<file path="config.mk">
export PLATFORM = sky130hd
export DESIGN_NAME = source_text_tokenizer
export DESIGN_NICKNAME = d
export VERILOG_FILES = /design/src/rtl/stt_pkg.sv /design/src/rtl/source_text_tokenizer.sv
export SDC_FILE = /design/constraint.sdc
export NUM_CORES = 1
export LEC_CHECK = 0
export ABC_AREA = 1
export ABC_CLOCK_PERIOD_IN_PS = 11700
export CAP_MARGIN = 10
export CELL_PAD_IN_SITES_DETAIL_PLACEMENT = 0
export CELL_PAD_IN_SITES_GLOBAL_PLACEMENT = 2
export CORE_MARGIN = 1
export CORE_UTILIZATION = 42
export DETAILED_ROUTE_END_ITERATION = 10
export DONT_BUFFER_PORTS = 1
export GPL_TIMING_DRIVEN = 0
export HOLD_SLACK_MARGIN = 0.06
export PLACE_DENSITY = 0.9
export SLEW_MARGIN = 5
export SYNTH_ARGS = -nofsm -noshare
export SYNTH_HDL_FRONTEND = slang
export SYNTH_SLANG_ARGS = --single-unit
</file>
<file path="constraint.sdc">
create_clock -name i_clk -period 11.7 [get_ports i_clk]
set_clock_uncertainty 0.1 [all_clocks]
set_input_delay 1.755 -clock i_clk [delete_from_list [all_inputs] [get_ports i_clk]]
set_output_delay 1.755 -clock i_clk [all_outputs]
set_load 0.005 [all_outputs]
</file>
<file path="src/rtl/stt_pkg.sv">
package stt_pkg;

    localparam int POS_BITS   = 24;
    localparam int LEN_W      = POS_BITS + 1;
    localparam int FIELD_W    = 24;
    localparam int CMP_W      = (LEN_W > FIELD_W) ? LEN_W : FIELD_W;
    localparam int FIFO_DEPTH = 4;
    localparam int PTR_W      = $clog2(FIFO_DEPTH);
    localparam int CNT_W      = $clog2(FIFO_DEPTH + 1);

    localparam logic [POS_BITS-1:0] POS_MAX   = {POS_BITS{1'b1}};
    localparam logic [FIELD_W-1:0]  FIELD_MAX = {FIELD_W{1'b1}};

    // lexer mode codes
    localparam logic [2:0] MODE_IDLE     = 3'd0;
    localparam logic [2:0] MODE_IDENT    = 3'd1;
    localparam logic [2:0] MODE_NUMBER   = 3'd2;
    localparam logic [2:0] MODE_STRING   = 3'd3;
    localparam logic [2:0] MODE_ESCAPE   = 3'd4;
    localparam logic [2:0] MODE_OPERATOR = 3'd5;

    // pending operator codes
    localparam logic [2:0] OP_NONE = 3'd0;
    localparam logic [2:0] OP_EQ   = 3'd1;
    localparam logic [2:0] OP_BANG = 3'd2;
    localparam logic [2:0] OP_LT   = 3'd3;
    localparam logic [2:0] OP_GT   = 3'd4;
    localparam logic [2:0] OP_AMP  = 3'd5;

    localparam logic [7:0] CH_QUOTE = 8'h22;
    localparam logic [7:0] CH_BSL   = 8'h5C;
    localparam logic [7:0] CH_COLON = 8'h3A;
    localparam logic [7:0] CH_UNDER = 8'h5F;
    localparam logic [7:0] CH_AMP   = 8'h26;
    localparam logic [7:0] CH_EQ    = 8'h3D;
    localparam logic [7:0] CH_BANG  = 8'h21;
    localparam logic [7:0] CH_LT    = 8'h3C;
    localparam logic [7:0] CH_GT    = 8'h3E;
    localparam logic [7:0] CH_SPACE = 8'h20;
    localparam logic [7:0] CH_TAB   = 8'h09;
    localparam logic [7:0] CH_CR    = 8'h0D;
    localparam logic [7:0] CH_LF    = 8'h0A;

    typedef struct packed {
        logic [FIELD_W-1:0] start;
        logic [FIELD_W-1:0] length;
        logic               run_end;
    } t_token;

    function automatic logic is_alpha(input logic [7:0] c);
        return (c >= 8'h61 && c <= 8'h7A) || (c >= 8'h41 && c <= 8'h5A) || c == CH_UNDER;
    endfunction

    function automatic logic is_digit(input logic [7:0] c);
        return c >= 8'h30 && c <= 8'h39;
    endfunction

    function automatic logic is_space(input logic [7:0] c);
        return c == CH_SPACE || c == CH_TAB || c == CH_CR || c == CH_LF;
    endfunction

    function automatic logic [2:0] op_code(input logic [7:0] c);
        logic [2:0] op;
        op = OP_NONE;
        if (c == CH_EQ)   op = OP_EQ;
        if (c == CH_BANG) op = OP_BANG;
        if (c == CH_LT)   op = OP_LT;
        if (c == CH_GT)   op = OP_GT;
        if (c == CH_AMP)  op = OP_AMP;
        return op;
    endfunction

    // length of [s, e), zero when e lies before s
    function automatic logic [LEN_W-1:0] span(input logic [LEN_W-1:0] s,
                                              input logic [LEN_W-1:0] e);
        return (e >= s) ? (e - s) : '0;
    endfunction

    function automatic logic [FIELD_W-1:0] sat_field(input logic [LEN_W-1:0] v);
        logic [CMP_W-1:0] ext;
        ext = CMP_W'(v);
        return (ext > CMP_W'(FIELD_MAX)) ? FIELD_MAX : FIELD_W'(ext);
    endfunction

endpackage

</file>
<file path="src/rtl/source_text_tokenizer.sv">
// source text tokenizer
// input channel: i_valid / o_ready carry one text byte per transaction, with
// i_final_byte high on the last byte of a source. whitespace is dropped; each
// token comes out as one transaction on o_valid / i_ready with its start offset
// and length. o_run_end marks the last token caused by a given input byte.
// a byte causes zero, one or two tokens.
// a byte is captured in an input register and processed from there; its
// tokens are written into the token queue and shown from its head.
// throughput is one byte per cycle while bytes yield at most one token on
// average and the receiver is ready; the 4-entry token queue drains one token
// a cycle and a byte is processed only when two queue slots are free.
// a stalled receiver fills the queue, then the input register holds its byte
// and o_ready drops; nothing is lost.
// reset (synchronous, active low) empties the queue and input register, and
// returns to idle between tokens at offset zero. after a final byte the
// offset restarts at zero for the next source. offsets saturate at the top of
// the position range.
module source_text_tokenizer (
    input  logic        i_clk,
    input  logic        i_rst_n,
    input  logic        i_valid,
    output logic        o_ready,
    input  logic [7:0]  i_text_byte,
    input  logic        i_final_byte,
    output logic        o_valid,
    input  logic        i_ready,
    output logic [23:0] o_token_start,
    output logic [23:0] o_token_length,
    output logic        o_run_end
);

    localparam int PB = stt_pkg::POS_BITS;
    localparam int LW = stt_pkg::LEN_W;

    logic                         r_in_valid;
    logic [7:0]                   r_byte;
    logic                         r_last;

    logic [2:0]                   r_mode, n_mode;
    logic [PB-1:0]                r_start, n_start;
    logic [PB-1:0]                r_pos, n_pos;
    logic [2:0]                   r_pend, n_pend;

    stt_pkg::t_token              r_fifo [stt_pkg::FIFO_DEPTH];
    logic [stt_pkg::PTR_W-1:0]    r_head, r_tail;
    logic [stt_pkg::CNT_W-1:0]    r_count;

    logic                         fire;
    logic                         pop;
    logic                         a_v, b_v, c_v, do_begin;
    logic [LW-1:0]                a_s, a_l, b_s, c_s, c_l;
    logic [7:0]                   c;
    logic [2:0]                   op;
    logic [7:0]                   second;
    stt_pkg::t_token              tok0, tok1;
    logic                         push0, push1;
    logic [1:0]                   n_push;

    assign fire    = r_in_valid && (r_count <= stt_pkg::CNT_W'(stt_pkg::FIFO_DEPTH - 2));
    assign o_ready = !r_in_valid || fire;
    assign o_valid = r_count != '0;
    assign pop     = o_valid && i_ready;

    assign o_token_start  = r_fifo[r_head].start;
    assign o_token_length = r_fifo[r_head].length;
    assign o_run_end      = r_fifo[r_head].run_end;

    always_comb begin
        c        = r_byte;
        op       = stt_pkg::op_code(c);
        second   = (r_pend == stt_pkg::OP_AMP) ? stt_pkg::CH_AMP : stt_pkg::CH_EQ;
        n_mode   = r_mode;
        n_start  = r_start;
        n_pend   = r_pend;
        a_v      = 1'b0;
        a_s      = LW'(r_start);
        a_l      = stt_pkg::span(LW'(r_start), LW'(r_pos));
        b_v      = 1'b0;
        b_s      = LW'(r_pos);
        c_v      = 1'b0;
        c_s      = LW'(r_start);
        c_l      = '0;
        do_begin = 1'b0;

        unique case (r_mode)
            stt_pkg::MODE_IDENT: begin
                if (!(stt_pkg::is_alpha(c) || stt_pkg::is_digit(c) || c == stt_pkg::CH_COLON)) begin
                    a_v      = 1'b1;
                    n_mode   = stt_pkg::MODE_IDLE;
                    do_begin = 1'b1;
                end
            end
            stt_pkg::MODE_NUMBER: begin
                if (!stt_pkg::is_digit(c)) begin
                    a_v      = 1'b1;
                    n_mode   = stt_pkg::MODE_IDLE;
                    do_begin = 1'b1;
                end
            end
            stt_pkg::MODE_STRING: begin
                if (c == stt_pkg::CH_QUOTE) begin
                    a_v    = 1'b1;
                    n_mode = stt_pkg::MODE_IDLE;
                end else if (c == stt_pkg::CH_BSL) begin
                    n_mode = stt_pkg::MODE_ESCAPE;
                end
            end
            stt_pkg::MODE_ESCAPE: begin
                n_mode = stt_pkg::MODE_STRING;
            end
            stt_pkg::MODE_OPERATOR: begin
                n_mode = stt_pkg::MODE_IDLE;
                n_pend = stt_pkg::OP_NONE;
                a_v    = 1'b1;
                if (c == second) begin
                    a_l = LW'(2);
                end else begin
                    a_l      = LW'(1);
                    do_begin = 1'b1;
                end
            end
            default: begin
                // unknown codes behave as idle
                n_mode   = stt_pkg::MODE_IDLE;
                do_begin = 1'b1;
            end
        endcase

        if (do_begin && !stt_pkg::is_space(c)) begin
            priority if (c == stt_pkg::CH_QUOTE) begin
                n_mode  = stt_pkg::MODE_STRING;
                n_start = (r_pos == stt_pkg::POS_MAX) ? r_pos : r_pos + PB'(1);
            end else if (stt_pkg::is_alpha(c)) begin
                n_mode  = stt_pkg::MODE_IDENT;
                n_start = r_pos;
            end else if (stt_pkg::is_digit(c)) begin
                n_mode  = stt_pkg::MODE_NUMBER;
                n_start = r_pos;
            end else if (op != stt_pkg::OP_NONE) begin
                n_mode  = stt_pkg::MODE_OPERATOR;
                n_pend  = op;
                n_start = r_pos;
            end else begin
                b_v = 1'b1;
            end
        end

        // end of source: flush what is open
        c_s = LW'(n_start);
        if (r_last) begin
            if (n_mode == stt_pkg::MODE_IDENT || n_mode == stt_pkg::MODE_NUMBER ||
                n_mode == stt_pkg::MODE_STRING || n_mode == stt_pkg::MODE_ESCAPE) begin
                c_v = 1'b1;
                c_l = stt_pkg::span(LW'(n_start), LW'(r_pos) + LW'(1));
            end else if (n_mode == stt_pkg::MODE_OPERATOR) begin
                c_v = 1'b1;
                c_l = LW'(1);
            end
            n_mode  = stt_pkg::MODE_IDLE;
            n_pend  = stt_pkg::OP_NONE;
            n_start = '0;
            n_pos   = '0;
        end else begin
            n_pos = (r_pos == stt_pkg::POS_MAX) ? r_pos : r_pos + PB'(1);
        end
    end

    // pack up to two tokens; the one-byte token and the flush never coincide
    always_comb begin
        tok1.start   = b_v ? stt_pkg::sat_field(b_s) : stt_pkg::sat_field(c_s);
        tok1.length  = b_v ? stt_pkg::sat_field(LW'(1)) : stt_pkg::sat_field(c_l);
        tok1.run_end = 1'b1;
        if (a_v) begin
            tok0.start   = stt_pkg::sat_field(a_s);
            tok0.length  = stt_pkg::sat_field(a_l);
            tok0.run_end = !(b_v || c_v);
        end else begin
            tok0 = tok1;
        end
        push0  = fire && (a_v || b_v || c_v);
        push1  = fire && a_v && (b_v || c_v);
        n_push = {1'b0, push0} + {1'b0, push1};
    end

    always_ff @(posedge i_clk) begin
        if (!i_rst_n) begin
            r_in_valid <= 1'b0;
            r_mode     <= stt_pkg::MODE_IDLE;
            r_start    <= '0;
            r_pos      <= '0;
            r_pend     <= stt_pkg::OP_NONE;
            r_head     <= '0;
            r_tail     <= '0;
            r_count    <= '0;
        end else begin
            if (o_ready) begin
                r_in_valid <= i_valid;
            end
            if (fire) begin
                r_mode  <= n_mode;
                r_start <= n_start;
                r_pos   <= n_pos;
                r_pend  <= n_pend;
            end
            if (pop) begin
                r_head <= r_head + stt_pkg::PTR_W'(1);
            end
            r_tail  <= r_tail + stt_pkg::PTR_W'(n_push);
            r_count <= r_count + stt_pkg::CNT_W'(n_push) - stt_pkg::CNT_W'(pop);
        end
    end

    always_ff @(posedge i_clk) begin
        if (o_ready && i_valid) begin
            r_byte <= i_text_byte;
            r_last <= i_final_byte;
        end
        if (push0) begin
            r_fifo[r_tail] <= tok0;
        end
        if (push1) begin
            r_fifo[r_tail + stt_pkg::PTR_W'(1)] <= tok1;
        end
    end

`ifndef SYNTHESIS
    a_count_bound: assert property (@(posedge i_clk) disable iff (!i_rst_n)
        r_count <= stt_pkg::CNT_W'(stt_pkg::FIFO_DEPTH))
        else $error("token queue count beyond depth");

    a_pend_mode: assert property (@(posedge i_clk) disable iff (!i_rst_n)
        (r_mode == stt_pkg::MODE_OPERATOR) == (r_pend != stt_pkg::OP_NONE))
        else $error("pending operator out of step with mode");

    a_final_restart: assert property (@(posedge i_clk) disable iff (!i_rst_n)
        fire && r_last |=> r_pos == '0 && r_mode == stt_pkg::MODE_IDLE)
        else $error("final byte did not restart the source");

    a_push_room: assert property (@(posedge i_clk) disable iff (!i_rst_n)
        push1 |-> push0 && r_count <= stt_pkg::CNT_W'(stt_pkg::FIFO_DEPTH - 2))
        else $error("second token pushed without room");
`endif

endmodule
</file>
* Word-level counts from Yosys, hierarchy flattened
Memory sizes are Yosys's and may differ from the RTL's. A register that Yosys moved wholly into a read port is not among the register bits. Cells that the tools add are included.
Storage, ports and cells: flip-flop bits (word level) 71, latch bits 0, bits in writable memories 196, bits in read-only memories 0, word-level logic and storage cells 158, memories kept 1
Memories:
- r_fifo | depth 4, width 49, rd ports 1, clocked after Yosys merged registers in 1, write ports 2, RTL line source_text_tokenizer.sv:44 | stt_pkg::t_token r_fifo [stt_pkg::FIFO_DEPTH];
Cells by class: $add $sub $neg 10, multipliers 0, div/mod/pow operators 0, magnitude comparators 14, eq/ne operators 26, shift-type cells 0, muxes and demuxes 67, bitwise logic cells 0, reductions and logical operators 30
Operators with widths (count):
- 24-bit two-way mux | 15
- 25-bit two-way mux | 5
- 24-bit > comparator (second input constant) | 3
- 8-bit by 6-bit == test with 1-bit output (second input constant) | 8
- 3-bit two-way mux | 21
- 25-bit by 24-bit > comparator with 1-bit output (second input constant) | 2
- 49-bit two-way mux | 1
- 24-bit by 1-bit adder with 25-bit output (second input constant) | 1
- 25-bit by 24-bit >= comparator with 1-bit output | 1
- 24-bit by 24-bit subtractor with 25-bit output | 1
- 25-bit by 24-bit subtractor with 25-bit output | 1
- 24-bit by 1-bit adder with 24-bit output (second input constant) | 1
- 24-bit == test (second input constant) | 1
- 8-bit by 4-bit == test with 1-bit output (second input constant) | 3
- 24-bit >= comparator | 1
- 1-bit two-way mux | 18
- 8-bit by 7-bit == test with 1-bit output (second input constant) | 2
- 8-bit by 7-bit >= comparator with 1-bit output (second input constant) | 2
- 8-bit by 7-bit <= comparator with 1-bit output (second input constant) | 2
- 3-bit == test (second input constant) | 5
- 1-bit logical OR | 14
- 3-bit by 2-bit == test with 1-bit output (second input constant) | 4
- 3-bit one-hot mux with 4 select lines | 1
- 1-bit logical AND | 10
- other kinds (16) | 24

* Longest topological paths before layout
Gate-level depths: netlist of the first run.
depth in word-level cells 24, depth in mapped cells 34

* Worst setup path before layout of the first run
Ideal clock, no wire load.
path type flip-flop to flip-flop, start register r_byte[2], in the netlist c[2], end memory r_fifo[0][17] (netlist name) (data pin), arrival time 4.118 ns, data required time 11.469 ns, slack 7.351 ns, cell stages (with the launch flop) 28, path buffers 2, clock period less this slack 4.349 ns, path through edfxtp_1 nor2_1 nand3_1 nand3_1 nand2_1 nor2_1 nand2_1 buf_4 nor2_8 nor2_4 o21ai_0 inv_1 ha_1 nand2_1 o21ai_0 a21oi_1 o21ai_0 inv_1 nor2_1 nand3b_2 nand2_2 nand2_2 a21oi_4 nand2_4 buf_6 o211ai_2 nand3_1 nand2_1
RTL lines:
- from (decl) | RTL line source_text_tokenizer.sv:36 | logic [7:0] r_byte;
- from (signal assigned) | RTL line source_text_tokenizer.sv:215 | r_byte <= i_text_byte;
- to (decl) | RTL line source_text_tokenizer.sv:44

==> summary.md, run 1 <==
| Metric | Value |
|---|---|
| Run status | `finished, final reports clean` |
| Post-CTS Setup Repair Bufs | `0` |
| Site Rows | `74` |
| Placed inst area | `roughly 0.018 mm^2` |
| Vias | `17,440` |
| DRT Wirelength | `between 70,000 and 80,000 um` |
| I/O pins | `64` |
| Buf/Inv on CP | `5` |
| HP Class | `flip-flop to flip-flop` |
| ANT nets after route | `0` |
| Max clock buf depth | `3` |
| Cell Int Power | `1.932 mW` |
| Pwr/cell area | `151.9 mW/mm^2` |
| GP Congestion | `0.9614` |
| RSZ-0062 raised after global routing | `no` |
| Pin count of the biggest net entering global routing | `50` |
| Synth Area in Compound Gates | `0.1967` |
| Pre-CTS setup slack | `approximately 5400 ps` |
| Die span in x | `approximately 210 um` |
| CP Max Fanout | `10` |
| Layout cell share with drive strength beyond 1 | `0.08217` |
| Synth warn | `0` |
| Post-Synth Adder-Cell Area | `0.04218` |
| DP HPWL | `around 55,000 um` |
| Slowest CP cell | `a22oi_1` |
| Simple-gate share of the synthesized area | `0.2465` |
| Final Cell Area | `0.01960 mm^2` |
| Reg2reg start | `c[4]` |
| Switching Share | `0.3514` |
| First-pass iteration count of the detailed router | `6` |
| WP data arrival | `6630 ps` |
| Psw | `1.047 mW` |
| Clock root cell | `clkbuf_16` |
| Post-synthesis sequential area ratio | `0.4170` |
| Max Cap Viol | `0` |
| Max Clock Freq | `roughly 160 MHz` |
| CTS tree | `done` |
| Cell depth of the worst setup path | `25` |
| Clock Power Share | `0.374` |
| Drt wl/cell | `about 25 um` |
| Main combinational cell family by area after synthesis | `simple AND/OR/NAND/NOR gates` |
| Synth Cell Area | `0.01774 mm^2` |
| Setup violations, final | `0` |
| Reg-to-Reg End | `r_fifo[3][4]` |
| Die Y-Extent | `around 210 um` |
| Power share of the sequential group | `0.367` |
| Cells on worst reg2reg path | `25` |
| Ys async rst share | `0` |
| Crit path launch type | `flip-flop` |
| WS Path Type | `flip-flop to flip-flop` |
| Primary FF master, synth | `edfxtp_1` |
| Period utilization | `0.5503` |
| P&R area growth vs syn | `10.50%` |
| R2R setup slack | `~5300 ps` |
| CP dominant cell by count | `nand2_1` |
| LEAKAGE | `a little under 8 nW` |
| Hold-fix buffers, CTS | `0` |
| # DRC | `0` |
| Top delay family on crit path | `simple AND/OR/NAND/NOR gates` |
| Max Transition Viols Final | `0` |
| Crit-path max cell delay | `between 600 and 700 ps` |
| Post-synth EDFFs | `201` |
| Antenna diodes | `0` |
| Final nets | `2,408` |
| Final Hold Violating Endpoints | `0` |
| Mux share of post-synthesis cell area | `0.0005643` |
| DP Cell Count | `2,833` |
| Tot GR Track Use | `0.3326` |
| CTS resizes | `0` |
| Fin cells | `2,893` |
| Crit path to | `r_fifo[3][4]` |
| Hold-critical path depth | `1` |
| Final Critical Period | `approximately 6400 ps` |
| Grt total ovfl | `0` |
| Fillers | `4,113` |
| Syn Inst Count | `2,301` |
| Worst vdd ir | `92.59 uV` |
| Tightest Pin Transition | `approximately 1200 ps` |
| Post-route setup TNS | `0 ps` |
| Worst-path clk slew | `60 ps` |
| CP Capture Type | `flip-flop` |
| Clock Latency Late Sink | `550 ps` |
| Core area | `between 0.04 and 0.05 mm^2` |
| Full die area | `0.04306 mm^2` |
| Rel. slew slack | `0.2184` |
| Flops & latches, synth | `269` |
| Syn avg cell area | `7.709 um^2` |
| DR iter-0 viols | `2,042` |
| Htree depth | `2` |
| Global-route wire length before repair | `106,500 um` |
| Final worst slack | `5261 ps` |
| Unique masters post-synth | `61` |
| Vias in the first global route | `16,230` |
| Initial Util | `0.4305` |
| Clk sinks | `269` |
| Worst endpoint required time | `around 12,000 ps` |
| Synth Area in XOR/XNOR | `0.02271` |
| Combinational Power Share | `0.259` |
| CP Launch Point | `c[4]` |
| Total CTS buffers | `34` |
| Vias per std cell | `between 6 and 7` |
| Antenna violations before repair | `0` |
| Syn Nets | `2,372` |
| IO Port Bufs | `0` |
layout make-up:
type / instances / area, um^2 / share of cell area
inverter: 207 / 778.2 / 0.03970
tap: 532 / 665.6 / 0.03396
buffer: 122 / 539.3 / 0.02751
clock buffer: 43 / 925.9 / 0.04724
sequential: 269 / 7397 / 0.3774
clock inverter: 17 / 241.5 / 0.01232
multi-input combinational: 1703 / 9054 / 0.4619
worst min-delay path by stage:
stage,startpoint,to
2_1_floorplan,r_fifo[1][0],r_fifo[1][0]
3_3_place_gp,r_fifo[3][0],r_fifo[3][0]
3_5_place_dp,r_fifo[2][0],r_fifo[2][0]
4_1_cts,r_mode[2],r_mode[2]
5_1_grt,r_mode[2],r_mode[2]
6_report,r_head[0],r_head[0]
synth_stat cells, types with 17 or more instances:
library cell / instances / area share
o22ai_1: 158 / 0.056
clkbuf_1: 81 / 0.017
xor2_1: 31 / 0.015
nand3_1: 167 / 0.047
nand2_1: 491 / 0.10
nor2_1: 234 / 0.050
ha_1: 55 / 0.039
o21ai_1: 29 / 0.0082
nand4_1: 19 / 0.0067
inv_1: 183 / 0.039
nand3_2: 17 / 0.0096
edfxtp_1: 201 / 0.34
o21ai_0: 197 / 0.056
dfxtp_1: 68 / 0.077
buf_2: 29 / 0.0082
inv_2: 20 / 0.0042
a21oi_1: 125 / 0.035
sequential cells by signal (all words and copies together) (netlist names), named ones only:
name,count
r_count,3
r_in_valid,1
r_pos,24
r_mode,3
r_start,24
r_pend,3
r_fifo,196
c,8
r_tail,2
r_head,2
r_last,1
per-stage QoR:
step	util	power (mW)	hold slack, ps
3_3_place_gp	0.4467	1.860	349.4
4_1_cts	0.4757	2.964	369.4
5_1_grt	0.4757	3.073	384.4
2_1_floorplan	-	1.596	334.9
3_5_place_dp	0.4474	1.867	358.5
6_report	0.4757	2.978	367.9
worst reg2reg max path: cells and delay by family, from the launching register on:
kind | cells | cell delay, ps
buffers and inverters | 5 | 1260
AND/OR/NAND/NOR | 16 | 2860
adder cells (fa/ha/maj) | 1 | 270
AO/OA/AOI/OAI | 3 | 1210
flip-flops | 1 | 500
metal layers:
layer	up-vias	GRT usage	share of wire	wire length (um)
li1	8089	-	-	-
met1	8306	0.4717	0.44	31720
met2	920	0.5150	0.44	31760
met3	128	0.04569	0.090	6548
met4	0	0.1235	0.036	2651
met5	-	0	0	0
cell usage in the layout (no fill, tap or decap), types with 6 or more instances in the layout:
cell       count
a211oi_1       9
a21oi_1      125
a22oi_1       16
buf_2         29
clkbuf_1      87
clkbuf_16     35
clkinv_2       7
dfxtp_1       68
edfxtp_1     201
ha_1          55
inv_1        183
inv_2         20
nand2_1      487
nand2_2       12
nand2_4        7
nand3_1      167
nand3_2       17
nand3b_1       9
nand4_1       19
nor2_1       234
nor2_2        11
nor3_1        15
o211ai_1      16
o21a_1         7
o21ai_0      197
o21ai_1       29
o21ai_2       15
o22ai_1      158
or2_2          6
xnor2_1       15
xor2_1        31
logic make-up after synthesis:
family / count (synthesis)
AO/OA/AOI/OAI: 600
multiplexers: 1
XOR/XNOR: 46
AND/OR/NAND/NOR: 998
flip-flops: 269
adder cells (fa/ha/maj): 58
buffers and inverters: 329
power groups by stage:
stage	Sequential, mW	Clock (mW)	Combinational [mW]
after floorplan	1.11	0	0.490
after global placement	1.11	0	0.746
after detailed placement	1.11	0	0.755
after CTS	1.09	1.11	0.758
after global routing	1.10	1.15	0.831
final	1.09	1.11	0.772
(Power assumes the default switching activity.)
==> run 2, diff against run 1 <==
--- a/config.mk
+++ b/config.mk
@@ -6,17 +6,17 @@
 export NUM_CORES = 1
 export LEC_CHECK = 0
 export ABC_AREA = 1
-export ABC_CLOCK_PERIOD_IN_PS = 11700
+export ABC_CLOCK_PERIOD_IN_PS = 6600
 export CAP_MARGIN = 10
 export CELL_PAD_IN_SITES_DETAIL_PLACEMENT = 0
 export CELL_PAD_IN_SITES_GLOBAL_PLACEMENT = 2
 export CORE_MARGIN = 1
-export CORE_UTILIZATION = 42
+export CORE_UTILIZATION = 39
 export DETAILED_ROUTE_END_ITERATION = 10
 export DONT_BUFFER_PORTS = 1
 export GPL_TIMING_DRIVEN = 0
 export HOLD_SLACK_MARGIN = 0.06
-export PLACE_DENSITY = 0.9
+export PLACE_DENSITY = 0.85
 export SLEW_MARGIN = 5
 export SYNTH_ARGS = -nofsm -noshare
 export SYNTH_HDL_FRONTEND = slang
==> constraint.sdc (replaced) <==
create_clock -name i_clk -period 6.6 [get_ports i_clk]
set_clock_uncertainty 0.1 [all_clocks]
set_input_delay 0.99 -clock i_clk [delete_from_list [all_inputs] [get_ports i_clk]]
set_output_delay 0.99 -clock i_clk [all_outputs]
set_load 0.005 [all_outputs]
==> run 2 against run 1 <==
Net effect: utilization fell by 3.7 points; clock power rose by 59%; global-route usage fell by 2.7 points; combinational power rose by 76%; first-iteration DRC count fell by 1.4%; worst hold slack improved by 2.5 ps; non-clock buffer count did not move; cell count rose by 1.9%; critical path depth rose by 1; critical endpoint is now r_fifo[3][3]; largest cell class unchanged; highest routed layer unchanged.
==> summary.md, run 2 (synthesis gave the netlist of run 1 again) <==
| Metric | Value |
|---|---|
| Max Transition Viols Final | `0 (unchanged)` |
| I/O pins | `64 (unchanged)` |
| LEAKAGE | `7.839 nW (was 7.912 nW)` |
| Setup violations, final | `0 (unchanged)` |
| Grt total ovfl | `0 (unchanged)` |
| Rel. slew slack | `0.2738 (was 0.2184)` |
| Crit-path max cell delay | `550 ps (was 610 ps)` |
| CP Launch Point | `r_pos[1] (was c[4])` |
| Die span in x | `215.3 um (was 207.5 um)` |
| Antenna violations before repair | `0 (unchanged)` |
| Slowest CP cell | `fa_1 (was a22oi_1)` |
| DP Cell Count | `2,893 (was 2,833)` |
| GP Congestion | `0.9465 (was 0.9614)` |
| Final Critical Period | `6176 ps (was 6439 ps)` |
| Max clock buf depth | `3 (unchanged)` |
| DR iter-0 viols | `2,013 (was 2,042)` |
| Max FFs per register | `196 (unchanged)` |
| Worst-path clk slew | `60 ps (about the same)` |
| Htree depth | `1 (was 2)` |
| ANT nets after route | `0 (unchanged)` |
| Total CTS buffers | `30 (was 34)` |
| RSZ-0062 raised after global routing | `no (unchanged)` |
| Global-route wire length before repair | `106,300 um (was 106,500 um)` |
| Full die area | `0.04634 mm^2 (was 0.04306 mm^2)` |
| Max Clock Freq | `161.9 MHz (was 155.3 MHz)` |
| Biggest register | `r_fifo (unchanged)` |
| Tightest Pin Transition | `1085 ps (was 1160 ps)` |
| Max Cap Viol | `0 (unchanged)` |
| Drt wl/cell | `24.24 um (was 25.12 um)` |
| Top Registers | `r_fifo x196, r_pos x24, r_start x24 (unchanged)` |
| DRT Wirelength | `71,470 um (was 72,680 um)` |
| Clock Latency Late Sink | `600 ps (was 550 ps)` |
| Clk sinks | `269 (unchanged)` |
| Worst vdd ir | `215.0 uV (was 92.59 uV)` |
| Die Y-Extent | `215.3 um (was 207.5 um)` |
| CP Capture Type | `flip-flop (unchanged)` |
| Antenna diodes | `0 (unchanged)` |
| R2R setup slack | `420 ps (was 5260 ps)` |
| CTS tree | `done (unchanged)` |
| Pwr/cell area | `259.0 mW/mm^2 (was 151.9 mW/mm^2)` |
| Core area | `0.04451 mm^2 (was 0.04120 mm^2)` |
| Pin count of the biggest net entering global routing | `50 (unchanged)` |
| Post-CTS Setup Repair Bufs | `0 (unchanged)` |
| P&R area growth vs syn | `10.15% (was 10.50%)` |
| CP Max Fanout | `10 (unchanged)` |
| Cells on worst reg2reg path | `26 (was 25)` |
| Initial Util | `0.3985 (was 0.4305)` |
| Final nets | `2,404 (was 2,408)` |
| Layout cell share with drive strength beyond 1 | `0.07934 (was 0.08217)` |
| Clock root cell | `clkbuf_16 (unchanged)` |
| WP data arrival | `6400 ps (was 6630 ps)` |
| Post-route setup TNS | `0 ps (unchanged)` |
| Reg2reg start | `r_pos[1] (was c[4])` |
| # DRC | `0 (unchanged)` |
| Period utilization | `0.9357 (was 0.5503)` |
| IO Port Bufs | `0 (unchanged)` |
| Final Hold Violating Endpoints | `0 (unchanged)` |
| Vias in the first global route | `16,410 (was 16,230)` |
| First-pass iteration count of the detailed router | `5 (was 6)` |
| Commonest non-fill, non-tap cells in the layout | `nand2_1, nor2_1, edfxtp_1 (unchanged)` |
| Crit path to | `r_fifo[3][3] (was r_fifo[3][4])` |
| WS Path Type | `flip-flop to flip-flop (unchanged)` |
| Vias | `17,190 (was 17,440)` |
| Vias per std cell | `5.827 (was 6.029)` |
| Site Rows | `77 (was 74)` |
| Worst endpoint required time | `6820 ps (was 11,890 ps)` |
| DP HPWL | `54,320 um (was 54,590 um)` |
| Tot GR Track Use | `0.3059 (was 0.3326)` |
| Reg-to-Reg End | `r_fifo[3][3] (was r_fifo[3][4])` |
| Most common cell after layout, fill and taps aside | `nand2_1 (unchanged)` |
| Fin cells | `2,949 (was 2,893)` |
| CP dominant cell by count | `nand2_1 (unchanged)` |
| Crit path launch type | `flip-flop (unchanged)` |
| Run status | `finished, final reports clean (unchanged)` |
| HP Class | `flip-flop to flip-flop (unchanged)` |
run 2: cell count changes in the layout (fill, tap and decap cells not counted), moves of 2 or more:
cell and delta:
clkbuf_16 -5, clkbuf_1 +2, clkinv_1 +2, clkinv_8 -2
run 2: cell type report:
| cell class | count | area [um^2] |
|---|---|---|
| inverter | 207 | 778.2 |
| buffer | 122 | 539.3 |
| sequential | 269 | 7397 |
| multi-input combinational | 1703 | 9059 |
| tap | 592 | 740.7 |
| clock buffer | 41 | 822.0 |
| clock inverter | 15 | 202.7 |
| fill | 4567 | 24970 |
run 2: how the worst min path moves through the flow:
stage,from,endpoint,cells after the start
after floorplan,r_fifo[1][0],r_fifo[1][0],2
after global placement,r_fifo[2][0],r_fifo[2][0],2
after detailed placement,r_fifo[1][0],r_fifo[1][0],2
after CTS,i_text_byte[2],c[2],0
after global routing,i_text_byte[2],c[2],0
final,r_head[1],flip-flop,2
run 2: power breakdown:
group | internal, mW | leakage, nW | switching, mW | total, mW
Sequential | 1.90 | 2.33 | 0.0365 | 1.94
Combinational | 0.329 | 5.01 | 1.03 | 1.36
Clock | 1.03 | 0.497 | 0.740 | 1.77
Total | 3.26 | 7.84 | 1.80 | 5.06
run 2: layer usage:
| layer | wire length [um] | part of all wire | vias to the layer above | track usage |
|---|---|---|---|---|
| met5 | 0 | 0 | - | 0 |
| met4 | 2904 | 0.041 | 0 | 0.1099 |
| met3 | 5724 | 0.080 | 133 | 0.03935 |
| met2 | 31050 | 0.43 | 802 | 0.4737 |
| met1 | 31800 | 0.44 | 8160 | 0.4360 |
| li1 | - | - | 8090 | - |
run 2: stage by stage:
stage	hold WS, ps	total power [mW]	util	worst slack (ps)	cell area [um^2]
final	370.4	5.061	0.4390	424.3	19540
after global routing	363.6	5.263	0.4390	3.668	19540
after CTS	364.2	5.059	0.4389	383.2	19530
after detailed placement	360.5	3.308	0.4158	399.7	18510
after global placement	352.0	3.290	0.4152	433.1	18480
after floorplan	334.9	2.830	-	2251	17740
run 2: repair_timing:
| action | 4_1_cts | 5_1_grt |
|---|---|---|
| endpoints found under the setup margin | 0 | 67 |
| hold buffers | 0 | 0 |
| resized for setup | 0 | 2 |
run 2: worst max-delay path: cells and delay by family (launching register included):
family          cells  cell delay, ps
flops               1             510
fa+ha+maj           2             830
buf+inv             2             370
compound gates      5            1130
simple gates       17            2950
==> run 3, diff against run 2 <==
--- a/config.mk
+++ b/config.mk
@@ -6,11 +6,11 @@
 export NUM_CORES = 1
 export LEC_CHECK = 0
 export ABC_AREA = 1
-export ABC_CLOCK_PERIOD_IN_PS = 6600
+export ABC_CLOCK_PERIOD_IN_PS = 5800
 export CAP_MARGIN = 10
 export CELL_PAD_IN_SITES_DETAIL_PLACEMENT = 0
 export CELL_PAD_IN_SITES_GLOBAL_PLACEMENT = 2
-export CORE_MARGIN = 1
+export CORE_MARGIN = 2
 export CORE_UTILIZATION = 39
 export DETAILED_ROUTE_END_ITERATION = 10
 export DONT_BUFFER_PORTS = 1
==> constraint.sdc (replaced) <==
create_clock -name i_clk -period 5.8 [get_ports i_clk]
set_clock_uncertainty 0.1 [all_clocks]
set_input_delay 0.87 -clock i_clk [delete_from_list [all_inputs] [get_ports i_clk]]
set_output_delay 0.87 -clock i_clk [all_outputs]
set_load 0.005 [all_outputs]
==> run 3 against run 2 <==
Net effect: flip-flop and latch count did not move; worst setup slack got worse by 120 ps; total power rose by 18%; fmax rose by 12%; clock-buffer cell count rose by 7; cell count rose by 0.75%; critical path depth rose by 6; global-route usage fell by 0.26 points; register-to-register slack got worse by 120 ps; sequential power rose by 13%; worst hold slack got worse by 55 ps; via count rose by 0.79%; critical path type unchanged; critical endpoint is now r_fifo[3][5]; highest routed layer unchanged.
==> summary.md, run 3 (synthesis gave the netlist of run 1 again) <==
| Metric | Value |
|---|---|
| Final Critical Period | `5495 ps (was 6176 ps)` |
| Die span in x | `217.3 um (was 215.3 um)` |
| Full die area | `0.04720 mm^2 (was 0.04634 mm^2)` |
| Crit-path max cell delay | `490 ps (was 550 ps)` |
| Psw | `2.104 mW (was 1.803 mW)` |
| Cell Int Power | `3.864 mW (was 3.257 mW)` |
| Rel. slew slack | `0.2856 (was 0.2738)` |
| Clock Latency Late Sink | `550 ps (was 600 ps)` |
| Vias in the first global route | `16,100 (was 16,410)` |
| CP dominant cell by count | `nand2_1 (unchanged)` |
| Total CTS buffers | `34 (was 30)` |
| IO Port Bufs | `0 (unchanged)` |
| Period utilization | `0.9474 (was 0.9357)` |
| Hold-fix buffers, CTS | `0 (unchanged)` |
| I/O pins | `64 (unchanged)` |
| Combinational Power Share | `0.266 (was 0.268)` |
| Tot Pwr | `5.968 mW (was 5.061 mW)` |
| Grt total ovfl | `0 (unchanged)` |
| Run status | `finished, final reports clean (unchanged)` |
| Layout cell share with drive strength beyond 1 | `0.1021 (was 0.07934)` |
| Final nets | `2,417 (was 2,404)` |
| Worst endpoint required time | `5970 ps (was 6820 ps)` |
| Fillers | `4,620 (was 4,567)` |
| DP HPWL | `54,120 um (was 54,320 um)` |
| Antenna diodes | `0 (unchanged)` |
| Clock root cell | `clkbuf_16 (unchanged)` |
| Vias per std cell | `5.830 (was 5.827)` |
| Drt wl/cell | `24.26 um (was 24.24 um)` |
| R2R setup slack | `310 ps (was 420 ps)` |
| Max FFs per register | `196 (unchanged)` |
| P&R area growth vs syn | `12.53% (was 10.15%)` |
| Power share of the sequential group | `0.369 (was 0.382)` |
| Slowest CP cell | `edfxtp_1 (was fa_1)` |
| Worst-path clk slew | `60 ps (about the same)` |
| Register area | `0.007398 mm^2 (was 0.007397 mm^2)` |
| Pin count of the biggest net entering global routing | `50 (unchanged)` |
| Global-route wire length before repair | `106,000 um (was 106,300 um)` |
| Post-route setup TNS | `0 ps (unchanged)` |
| RSZ-0062 raised after global routing | `no (unchanged)` |
| Antenna violations before repair | `0 (unchanged)` |
| DR iter-0 viols | `1,829 (was 2,013)` |
| Commonest non-fill, non-tap cells in the layout | `nand2_1, nor2_1, edfxtp_1 (unchanged)` |
| # DRC | `0 (unchanged)` |
| Htree depth | `2 (was 1)` |
| DRT Wirelength | `72,070 um (was 71,470 um)` |
| WS Path Type | `flip-flop to flip-flop (unchanged)` |
| Max Clock Freq | `182.0 MHz (was 161.9 MHz)` |
| Setup violations, final | `0 (unchanged)` |
| WL met2 | `32,040 um (was 31,050 um)` |
| Top layer in use | `met4 (unchanged)` |
| CP Capture Type | `flip-flop (unchanged)` |
| Site Rows | `78 (was 77)` |
| Final Hold Violating Endpoints | `0 (unchanged)` |
| Switching Share | `0.3525 (was 0.3564)` |
| LEAKAGE | `7.978 nW (was 7.839 nW)` |
| Clk sinks | `269 (unchanged)` |
| Clock Power Share | `0.364 (was 0.350)` |
| Tot GR Track Use | `0.3034 (was 0.3059)` |
| HP Class | `primary input to flip-flop (was flip-flop to flip-flop)` |
| Fin cells | `2,971 (was 2,949)` |
| Pwr/cell area | `299.0 mW/mm^2 (was 259.0 mW/mm^2)` |
| CTS tree | `done (unchanged)` |
| Final core utilization | `0.4427 (was 0.4390)` |
| Tightest Pin Transition | `1068 ps (was 1085 ps)` |
| GP Congestion | `0.9698 (was 0.9465)` |
| Initial Util | `0.3934 (was 0.3985)` |
| Most common cell after layout, fill and taps aside | `nand2_1 (unchanged)` |
| CP Max Fanout | `10 (unchanged)` |
| Biggest register | `r_fifo (unchanged)` |
| Die Y-Extent | `217.3 um (was 215.3 um)` |
| Core area | `0.04509 mm^2 (was 0.04451 mm^2)` |
| WP data arrival | `5670 ps (was 6400 ps)` |
| Max clock buf depth | `3 (unchanged)` |
| Met3 wire len | `6251 um (was 5724 um)` |
| First-pass iteration count of the detailed router | `6 (was 5)` |
| Vias | `17,320 (was 17,190)` |
| Crit path launch type | `flip-flop (unchanged)` |
| Multi-input gate area | `0.009265 mm^2 (was 0.009059 mm^2)` |
| Met1 Wirelength | `31,710 um (was 31,800 um)` |
| DP Cell Count | `2,901 (was 2,893)` |
| Top Registers | `r_fifo x196, r_pos x24, r_start x24 (unchanged)` |
| Worst vdd ir | `189.9 uV (was 215.0 uV)` |
| Max Transition Viols Final | `0 (unchanged)` |
| ANT nets after route | `0 (unchanged)` |
| Max Cap Viol | `0 (unchanged)` |
==> run 3: cell count changes in the layout (fill, tap and decap cells not counted), moves of 6 or more <==
| cell | previous run | this run |
|---|---|---|
| clkbuf_16 | 30 | 37 |
| buf_4 | 2 | 9 |
| a22oi_2 | 1 | 9 |
| nand3_1 | 167 | 159 |
| nor2_1 | 234 | 228 |
| nand3_2 | 17 | 25 |
| a21oi_1 | 125 | 119 |
| nor2_4 | 3 | 11 |
| a22oi_1 | 15 | 7 |
==> run 3: critical path: cells and delay by family (launching register included) <==
| kind | cells | cell delay (ps) |
|---|---|---|
| buffers and inverters | 7 | 1050 |
| AOI/OAI and AO/OA | 3 | 530 |
| DFF | 1 | 490 |
| and+or+nand+nor | 20 | 2300 |
| adders and majority gates | 2 | 690 |
==> run 3: per-stage QoR <==
stage,instance area (um^2),hold WS [ps],worst slack [ps]
after floorplan,17740,334.9,1451
after global placement,18490,352.1,-626.4
after detailed placement,18520,357.3,-571.8
after CTS,19710,301.7,-39.08
after global routing,19960,300.6,0.8562
final,19960,315.0,305.3
==> run 3: path summary, 6_finish.rpt <==
| path | startpoint | endpoint | cells past startpoint |
|---|---|---|---|
| worst max-delay path | c[3] | r_fifo[3][5] | 32 |
| worst min-delay path | i_text_byte[5] | c[5] | 0 |
| worst max register to register | c[3] | r_fifo[3][5] | 32 |
| worst min register to register | r_head[1] | r_head[1] | 2 |
==> run 3: area by class of cell <==
type	count	area share
Clock inverter	13	0.007459
Tap cell	600	0.03761
Clock buffer	48	0.04896
Inverter	207	0.03918
Multi-Input combinational cell	1703	0.4642
Sequential cell	269	0.3707
Buffer	122	0.02733
Timing Repair Buffer	9	0.004639
==> run 3: routing by layer <==
| layer | global-route usage | vias up |
|---|---|---|
| li1 | - | 8120 |
| met1 | 0.4383 | 8253 |
| met2 | 0.4776 | 837 |
| met3 | 0.03676 | 110 |
| met4 | 0.08493 | 0 |
| met5 | 0 | - |
==> run 3: what timing repair did <==
action,in CTS,in global routing
pin swaps,0,7
setup endpoints to repair,96,96
buffers inserted,0,9
resized for setup,16,44
hold endpoints to repair,0,0
==> run 3: power by group through the flow <==
stage | clock network, mW | registers (mW) | logic [mW]
6_report | 2.17 | 2.20 | 1.59
5_1_grt | 2.26 | 2.21 | 1.72
4_1_cts | 2.18 | 2.20 | 1.54
3_5_place_dp | 0 | 2.24 | 1.53
3_3_place_gp | 0 | 2.25 | 1.50
2_1_floorplan | 0 | 2.23 | 0.989
